## config.mk

```make
export PLATFORM = sky130hd
export DESIGN_NAME = bpa_cfg_regs
export DESIGN_NICKNAME = d
export VERILOG_FILES = /design/src/sv/assert_macros.svh /design/src/sv/bpa_pkg.sv /design/src/sv/bpa_cfg_regs.sv
export SDC_FILE = /design/constraint.sdc
export NUM_CORES = 1
export LEC_CHECK = 0
export BUFFER_PORTS_ARGS = -buffer_cell sky130_fd_sc_hd__buf_2
export CAP_MARGIN = 20
export CORE_ASPECT_RATIO = 1.25
export CORE_UTILIZATION = 45
export CTS_CLUSTER_DIAMETER = 60
export DETAILED_ROUTE_END_ITERATION = 6
export GPL_TIMING_DRIVEN = 0
export PLACE_DENSITY = 0.78
export SLEW_MARGIN = 20
export SYNTH_ARGS = -nofsm -noshare
export SYNTH_HDL_FRONTEND = slang
export SYNTH_SLANG_ARGS = --single-unit
```

## constraint.sdc

```tcl
create_clock -name clk -period 2.35 [get_ports clk]
set_clock_uncertainty 0.05 [all_clocks]
set_input_delay 0.3525 -clock clk [delete_from_list [all_inputs] [get_ports clk]]
set_output_delay 0.3525 -clock clk [all_outputs]
set_load 0.005 [all_outputs]
```

## src/sv/assert_macros.svh

```systemverilog
// ----------------------------------------------------------------------------
// assert_macros.svh
// Assertion helpers for the RTL, included by bpa_engine.
// ----------------------------------------------------------------------------
`ifndef ASSERT_MACROS_SVH
`define ASSERT_MACROS_SVH

// Clocked property, disabled while reset is asserted
`define BPA_ASSERT(name, clk, rst_n, prop) \
    name: assert property (@(posedge clk) disable iff (!rst_n) prop) \
        else $error("%m: property failed");

// Clocked property, checked during reset as well
`define BPA_ASSERT_ALWAYS(name, clk, prop) \
    name: assert property (@(posedge clk) prop) \
        else $error("%m: property failed");

`endif

```

## src/sv/bpa_pkg.sv

```systemverilog
// ----------------------------------------------------------------------------
// bpa_pkg
// Shared constants, codes and types of the bitmap page allocator.
// ----------------------------------------------------------------------------
`default_nettype none

package bpa_pkg;

    // Geometry (BLOCK_COUNT is a multiple of WORD_BITS, powers of two)
    localparam int BLOCK_BYTES      = 4096;
    localparam int BLOCK_COUNT      = 8192;
    localparam int FIRST_FREE_BLOCK = 256;

    localparam int WORD_BITS  = 32;
    localparam int NUM_WORDS  = BLOCK_COUNT / WORD_BITS;
    localparam int BIT_W      = $clog2(WORD_BITS);
    localparam int WORD_AW    = $clog2(NUM_WORDS);
    localparam int WPTR_W     = WORD_AW + 1;
    localparam int BLK_W      = WORD_AW + BIT_W;
    localparam int BLOCK_SHIFT = $clog2(BLOCK_BYTES);
    localparam int FIRST_WORD = FIRST_FREE_BLOCK / WORD_BITS;
    localparam bit ALLOC_NONE = (FIRST_FREE_BLOCK >= BLOCK_COUNT);

    // Field widths
    localparam int DATA_W   = 32;
    localparam int KBLK_W   = DATA_W - BLOCK_SHIFT;
    localparam int OP_W     = 2;
    localparam int ADDR_W   = 25;
    localparam int STATUS_W = 2;
    localparam int PADDR_W  = 3;

    // Operation codes
    localparam logic [OP_W-1:0] OP_INIT  = 2'd0;
    localparam logic [OP_W-1:0] OP_ALLOC = 2'd1;
    localparam logic [OP_W-1:0] OP_FREE  = 2'd2;
    localparam logic [OP_W-1:0] OP_NOP   = 2'd3;

    // Status codes
    localparam logic [STATUS_W-1:0] ST_OK     = 2'd0;
    localparam logic [STATUS_W-1:0] ST_OOM    = 2'd1;
    localparam logic [STATUS_W-1:0] ST_BEYOND = 2'd2;

    // Register index (paddr[2])
    localparam logic REG_KSTART = 1'b0;
    localparam logic REG_KEND   = 1'b1;

    // Configuration seen by the engine
    typedef struct packed {
        logic [DATA_W-1:0] kstart;
        logic [DATA_W-1:0] kend;
    } cfg_t;

endpackage

`default_nettype wire

```

## src/sv/bpa_cfg_regs.sv

```systemverilog
// ----------------------------------------------------------------------------
// bpa_cfg_regs
// APB register file: kernel start and end byte addresses.
// ----------------------------------------------------------------------------
`default_nettype none

module bpa_cfg_regs (
    input  wire logic                         clk,
    input  wire logic                         rst_n,
    input  wire logic                         psel,
    input  wire logic                         penable,
    input  wire logic                         pwrite,
    input  wire logic [bpa_pkg::PADDR_W-1:0]  paddr,
    input  wire logic [bpa_pkg::DATA_W-1:0]   pwdata,
    output      logic [bpa_pkg::DATA_W-1:0]   prdata,
    output      logic                         pready,
    output      bpa_pkg::cfg_t                cfg
);

    logic [bpa_pkg::DATA_W-1:0] kstart_reg, kstart_next;
    logic [bpa_pkg::DATA_W-1:0] kend_reg, kend_next;
    logic                       wr_en;

    assign pready = 1'b1;
    assign wr_en  = psel && penable && pwrite;

    // write decode
    always_comb
    begin
        kstart_next = kstart_reg;
        kend_next   = kend_reg;
        if (wr_en)
        begin
            case (paddr[2])
                bpa_pkg::REG_KSTART: kstart_next = pwdata;
                bpa_pkg::REG_KEND:   kend_next   = pwdata;
                default:             kstart_next = kstart_reg;
            endcase
        end
    end

    always_ff @(posedge clk or negedge rst_n)
    begin
        if (!rst_n)
        begin
            kstart_reg <= '0;
            kend_reg   <= '0;
        end
        else
        begin
            kstart_reg <= kstart_next;
            kend_reg   <= kend_next;
        end
    end

    // read mux
    always_comb
    begin
        case (paddr[2])
            bpa_pkg::REG_KSTART: prdata = kstart_reg;
            bpa_pkg::REG_KEND:   prdata = kend_reg;
            default:             prdata = '0;
        endcase
    end

    assign cfg.kstart = kstart_reg;
    assign cfg.kend   = kend_reg;

endmodule

`default_nettype wire

```

# Yosys cells after proc, flatten, opt, wreduce, memory -nomap -nowiden
# Index checks and enable logic that the tools add are counted.
# totals
reg_bits,64
input_bits,40
# classes
mux,1
n_bitwise,1
reduce_logical,4
# ops
cell,n
$pmux 32 s2,1
$reduce_and 2->1,2
$logic_and 1x1->1,2
$not 1->1,1

# Longest topological paths before layout
# Gate-level depths: netlist (run 1).
# depth
depth_word,3
depth_mapped,4

# Worst setup path before layout (run 1)
# No wires, ideal clock.
# synth_timing
path_type,input to output
from,in paddr[2] (netlist bit)
to,out prdata[0] (netlist bit)
arrival_time_ps,1062
required_ps,1947
setup_slack_ps,885
path_stages,3
cell_sequence,buf_2 > buf_2 > mux2_2
# synth_between
elab_chain_len,2
# synth_rtl
element,line_no,text
start: declaration,bpa_cfg_regs.sv:13,"input wire logic [bpa_pkg::PADDR_W-1:0] paddr,"
$not 1->1 (no line),-,
$pmux 32 s2 *,bpa_cfg_regs.sv:59,case (paddr[2])
end: declaration,bpa_cfg_regs.sv:15,"output logic [bpa_pkg::DATA_W-1:0] prdata,"
# Mark *: on every way between the ends. The rest lies on a longest branch, timed or not.

# Final worst setup path (run 1)
# layout_timing
from,in paddr[2] (netlist bit)
to,out prdata[14] (netlist bit)
# Same word-level chain as after synthesis.

==> results.toml, run 1 <==
[die]
core_area_um2 = 6206
rows = 32
fp.dieH_um = 91.93
start_util = 0.4692
die_w_um = 73.95
dieArea_um2 = 6798
boundaryPins = 137

[placement]
hpwl_um = 4345
place_congestion = 0.6889
io_buffers = 132
dp_slack_ns = 0.6179

[route]
drc = 0
via_count = 1946
via_per_inst = 4.770
drtIter0Drc = 42
wl_per_cell_um = 14.29
drt_wl_total_um = 5830
detail-route-antenna-nets = 0
dr.pass1.iters = 2

[synth]
synth_xor_area_frac = 0
synth-compound-area-share = 0
synth-seq-cells = 64
synthSimpleGateAreaFrac = 0.01246
synthMuxAreaShare = 0.4100
synthDistinctLibCells = 10
synthAdderAreaFrac = 0
synth_warnings = 0
ys_async_sr_fraction = 1.000
syn-cell-area_um2 = 2912
synth_top_family_by_area = "multiplexers"
ys_top_cells_by_count = "64 x dfrtp_1, 64 x mux2_2, 30 x mux2_4, 7 x buf_2, 3 x buf_6"
synth_ff_type = "dfrtp_1"
postSynthAreaPerCell_um2 = 16.73
synthesis.nets = 214
synth-edff-count = 0
synth.top_cell.area_share = 0.5501
seq_area_frac_synth = 0.5501
yosysTopAreaCell = "dfrtp_1"
synthCells = 174
synth_area_leaders = "dfrtp_1 55%, mux2_2 25%, mux2_4 15%"

[pwr]
p_sw_frac = 0.2526
power_uw = 3503
pwr-share-clk = 0.294
p_int_uw = 2618
p_per_area_nw_per_um2 = 891.1
combPwrFrac = 0.272
p_leak_uw = 0.002075
seq_power_share = 0.434
ir_drop_mv = 0.4837
switchingPower_uw = 884.9

[global_routing]
first_global_vias = 1954
grt_first_pass_wirelength_um = 9328
antenna_found_initial = 0
grt-ovfl-total = 0
grt_usage = 0.1858
grt_start_max_net_pins = 37

[clock_network]
clockBufferDepth = 2
holdBufCountCts = 1
cts-root-buf = "clkbuf_8"
cts_buffers = 9
insertion_delay_ns = 0.32
cts_setup_buffers = 0
cts_tree = "yes"
clkSinkCount = 64
ctsResizeCount = 0
cts_max_level = 3
clk_pin_slew_worst_paths_ns = 0.06

[timing]
fmax_ghz = 0.5788
setup_tns_ns = 0
setup_ws_ns = 0.6224
hold_viol = 0
setup_viol = 0
slew_viol_final = 0
rsz0062_at_grt = "no"
finalCritPeriodShare = 0.7351
min_period_ns = 1.728

[layout]
multi_input_area_um2 = 1234
drive_gt1_frac = 0.7864
postLayoutCoreUtil = 0.6335
area_growth_pct = 35.02
nFillCells = 491
nets = 359
seq_area_um2 = 1602
antenna_cells = 0

[critical_path]
crit_top_cell = "buf_2"
path_cells = "buf_2, buf_2, mux2_2, buf_2"
crit_family = "buffers and inverters"
critPathBufInv = 3
setup.worst_path.end_class = "output port"
start_kind = "primary input"
cp.required_ns = 1.95
crit_arrival_ns = 1.33
crit_slowest_cell = "mux2_2"
path_max_fanout = 10
slowest_delay_ns = 0.37
critPathKind = "primary input to output port"

[hold_path]
worstHoldPathType = "primary input to register"

[run_status]
status = "finished, final reports clean"

[job]
cap_viol_max_count = 0
layout by cell type, fill, tap and decap left out:
master           n
buf_12           1
buf_2          138
buf_4            2
buf_6            3
bufinv_16        2
clkbuf_1         1
clkbuf_8        11
clkinv_2         1
conb_1           1
dfrtp_1         64
dlygate4sd3_1    1
mux2_1           2
mux2_2          64
mux2_4          30
nand4_2          1
nand4b_4         1
through the flow:
step	hold WS, ns	cell area (um^2)	std cells
2_1_floorplan	0.006909	2912	174
3_3_place_gp	0.4441	3679	391
3_5_place_dp	0.2499	3701	392
4_1_cts	0.1866	3931	408
5_1_grt	0.1953	3931	408
6_report	0.2057	3931	408
layout make-up:
type / count / share of cell area
Sequential cell: 64 / 0.4074
Multi-Input combinational cell: 99 / 0.3138
Timing Repair Buffer: 134 / 0.1763
Clock buffer: 12 / 0.03947
Tap cell: 85 / 0.02705
Buffer: 11 / 0.01941
Clock inverter: 3 / 0.01655
per-layer routing:
layer	GRT usage	vias up	wire, um
li1	-	913	-
met1	0.2359	933	2633
met2	0.2833	92	2721
met3	0.05055	8	397
met4	0.1010	0	78
met5	0	-	0
power by group through the flow:
stage	sequential (uW)	clock, uW	combinational [uW]
2_1_floorplan	1540	0	466
3_3_place_gp	1520	0	946
3_5_place_dp	1540	0	966
4_1_cts	1520	1070	970
5_1_grt	1560	1110	1050
6_report	1520	1030	953
final timing paths:
path | start | end | slack [ns] | cells past startpoint
max | paddr[2] | prdata[14] | 0.62 | 4
min | pwdata[6] | kend_reg[6] | 0.21 | 2
max reg2reg | kend_reg[24] | kend_reg[24] | 1.50 | 1
min reg2reg | kend_reg[6] | kend_reg[6] | 0.47 | 1
max in group asynchronous | rst_n | kstart_reg[24] | 1.28 | 3
min in group asynchronous | rst_n | kend_reg[1] | 0.46 | 2
cell families (layout without fill, tap and decap cells):
| kind of cell | count (synthesis) | after routing |
|---|---|---|
| other | 1 | 1 |
| multiplexers | 96 | 96 |
| AND/OR/NAND/NOR | 2 | 2 |
| flip-flops | 64 | 64 |
| buffers and inverters | 11 | 160 |
(Power assumes the default switching activity.)
==> run 2, diff against run 1 <==
--- a/config.mk
+++ b/config.mk
@@ -5,6 +5,7 @@
 export SDC_FILE = /design/constraint.sdc
 export NUM_CORES = 1
 export LEC_CHECK = 0
+export ABC_AREA = 1
 export BUFFER_PORTS_ARGS = -buffer_cell sky130_fd_sc_hd__buf_2
 export CAP_MARGIN = 20
 export CORE_ASPECT_RATIO = 1.25
@@ -12,7 +13,7 @@
 export CTS_CLUSTER_DIAMETER = 60
 export DETAILED_ROUTE_END_ITERATION = 6
 export GPL_TIMING_DRIVEN = 0
-export PLACE_DENSITY = 0.78
+export PLACE_DENSITY = 0.77
 export SLEW_MARGIN = 20
 export SYNTH_ARGS = -nofsm -noshare
 export SYNTH_HDL_FRONTEND = slang
==> constraint.sdc (replaced) <==
create_clock -name clk -period 1.79 [get_ports clk]
set_clock_uncertainty 0.05 [all_clocks]
set_input_delay 0.2685 -clock clk [delete_from_list [all_inputs] [get_ports clk]]
set_output_delay 0.2685 -clock clk [all_outputs]
set_load 0.005 [all_outputs]
==> results.toml, run 2 <==
[layout]
mostFrequentLayoutCells = "224 x nand2_1, 141 x buf_2, 64 x nand3_1, 64 x dfrtp_1, 13 x buf_6"
finalNonFillerCells = 622
area_growth_pct = 32.34
antenna_cells = 0
nFillCells = 636
final_common_cell = "nand2_1"
drive_gt1_frac = 0.3234
nets = 570

[critical_path]
path_max_fanout = 10
r2r_cells = 2
cp.required_ns = 1.47
reg2reg_slack_ns = 1.08
crit_arrival_ns = 1.24
r2r-end = "kend_reg[2]"
r2r-start = "kend_reg[2]"
start_kind = "primary input"
setup.worst_path.end_class = "output port"
critPathKind = "primary input to output port"

[global_routing]
grt_usage = 0.2461
grt-ovfl-total = 0
grt_first_pass_wirelength_um = 12790
first_global_vias = 2575
antenna_found_initial = 0
grt_start_max_net_pins = 65

[route]
dr.pass1.iters = 7
wl_per_cell_um = 13.25
drc = 1
via_per_inst = 4.936
drtIter0Drc = 194
via_count = 3070
detail-route-antenna-nets = 0
drt_wl_total_um = 8239

[synth]
synthesis.nets = 426
synth-seq-cells = 64
synth_area_leaders = "dfrtp_1 53%, nand2_1 28%, nand3_1 11%"
syn-cell-area_um2 = 3018
synthDistinctLibCells = 13
synth-edff-count = 0
ys_top_cells_by_count = "224 x nand2_1, 64 x dfrtp_1, 64 x nand3_1, 13 x buf_6, 9 x buf_2"
synth_warnings = 0
synth_ff_type = "dfrtp_1"
ys_async_sr_fraction = 1.000
seq_area_frac_synth = 0.5307
postSynthAreaPerCell_um2 = 7.818
yosysTopAreaCell = "dfrtp_1"
synth_most_common_cell = "nand2_1"
synthCells = 386
synth.top_cell.area_share = 0.5307

[timing]
setup_ws_ns = 0.2267
min_period_ns = 1.563
max_slew_margin = 0.4591
hold_viol = 39
finalCritPeriodShare = 0.8734
fmax_ghz = 0.6397
holdWs_ns = -0.02895
setup_tns_ns = 0
worst_pin_slew_ns = 0.8113
setup_viol = 0
rsz0062_at_grt = "no"
slew_viol_final = 0

[die]
boundaryPins = 137
rows = 33
fp.dieH_um = 93.56
dieArea_um2 = 7040
start_util = 0.4626
core_area_um2 = 6524
die_w_um = 75.25

[placement]
io_buffers = 133
hpwl_um = 5876
dp_slack_ns = 0.2423
place_congestion = 0.7991
placed_cells = 606

[clock_network]
cts_setup_buffers = 0
cts_buffers = 9
clkSinkCount = 64
clk_pin_slew_worst_paths_ns = 0.07
cts_tree = "yes"
holdBufCountCts = 0
clockBufferDepth = 2
cts_max_level = 3
insertion_delay_ns = 0.33
cts-root-buf = "clkbuf_8"
ctsResizeCount = 0

[pwr]
p_per_area_nw_per_um2 = 1050
seq_power_share = 0.464
ir_drop_mv = 0.5199
p_leak_uw = 0.002437
combPwrFrac = 0.238
pwr-share-clk = 0.298
p_sw_frac = 0.3031
power_uw = 4192
switchingPower_uw = 1271
p_int_uw = 2921

[hold_path]
worstHoldPathType = "primary input to async pin"

[run_status]
status = "complete, but fails checks"
violations = "DRC, hold timing"

[job]
cap_viol_max_count = 0
==> run 2: changes by cell type after synthesis, sizes merged <==
cell / change
nand2: +225
mux2: -96
nand3: +64
buf: +12
clkbuf: +4
inv: +2
nand4: +1
nand4b: -1
nor2: +1
==> run 2: metrics by stage <==
stage          hold WS (ns)    util  area, um^2
3_5_place_dp         0.3610  0.5817        3795
6_report           -0.02895  0.6122        3994
2_1_floorplan      -0.07709       -        3018
5_1_grt             0.05010  0.6122        3994
4_1_cts            0.003638  0.6122        3994
3_3_place_gp         0.4245  0.5813        3792
==> run 2: per-layer routing <==
layer  track usage  part of all wire  vias up
li1              -                 -     1498
met1        0.3291              0.43     1464
met2        0.4009              0.51       97
met3       0.04203             0.047       11
met4       0.08333             0.015        0
met5             0                 0        -
==> run 2: area by class of cell <==
cell class              count  area [um^2]  area share
inverters                   2        7.507    0.001880
well taps                  87        108.9     0.02726
multi-input cells         293         1195      0.2992
clock buffers              13        158.9     0.03979
clock inverters             3        40.04     0.01003
flip-flops and latches     64         1602      0.4010
repair buffers            133        668.1      0.1673
plain buffers              27        214.0     0.05357
==> run 2: power by group through the flow <==
stage | Clock [uW] | Combinational (uW) | Sequential (uW)
after floorplan | 0 | 433 | 1960
after global placement | 0 | 985 | 1960
after detailed placement | 0 | 1010 | 1960
after CTS | 1260 | 1010 | 1940
after global routing | 1340 | 1150 | 1980
final | 1250 | 999 | 1940
==> run 2: logic make-up (layout without fill, tap and decap cells) <==
logic type	Yosys count	count (layout)	share of synthesized area
flops	64	64	0.5307
simple gates	292	292	0.3947
other cells	1	1	0.001243
buf+inv	29	178	0.07338
==> run 2: worst max path at each step <==
| stage | start | endpoint | slack [ns] |
|---|---|---|---|
| CTS | paddr[2] | prdata[26] | 0.24 |
| global route | paddr[2] | prdata[26] | 0.14 |
| global placement | rst_n | kend_reg[29] | 0.20 |
| finish | paddr[2] | prdata[26] | 0.23 |
| detailed placement | paddr[2] | prdata[26] | 0.24 |
| floorplan | paddr[2] | prdata[0] | 0.65 |
==> run 2: worst max-delay path: stages <==
cell	delay, ns
buf_2	0.11
buf_6	0.15
clkbuf_1	0.42
nand2_1	0.10
nand2_1	0.09
buf_2	0.10
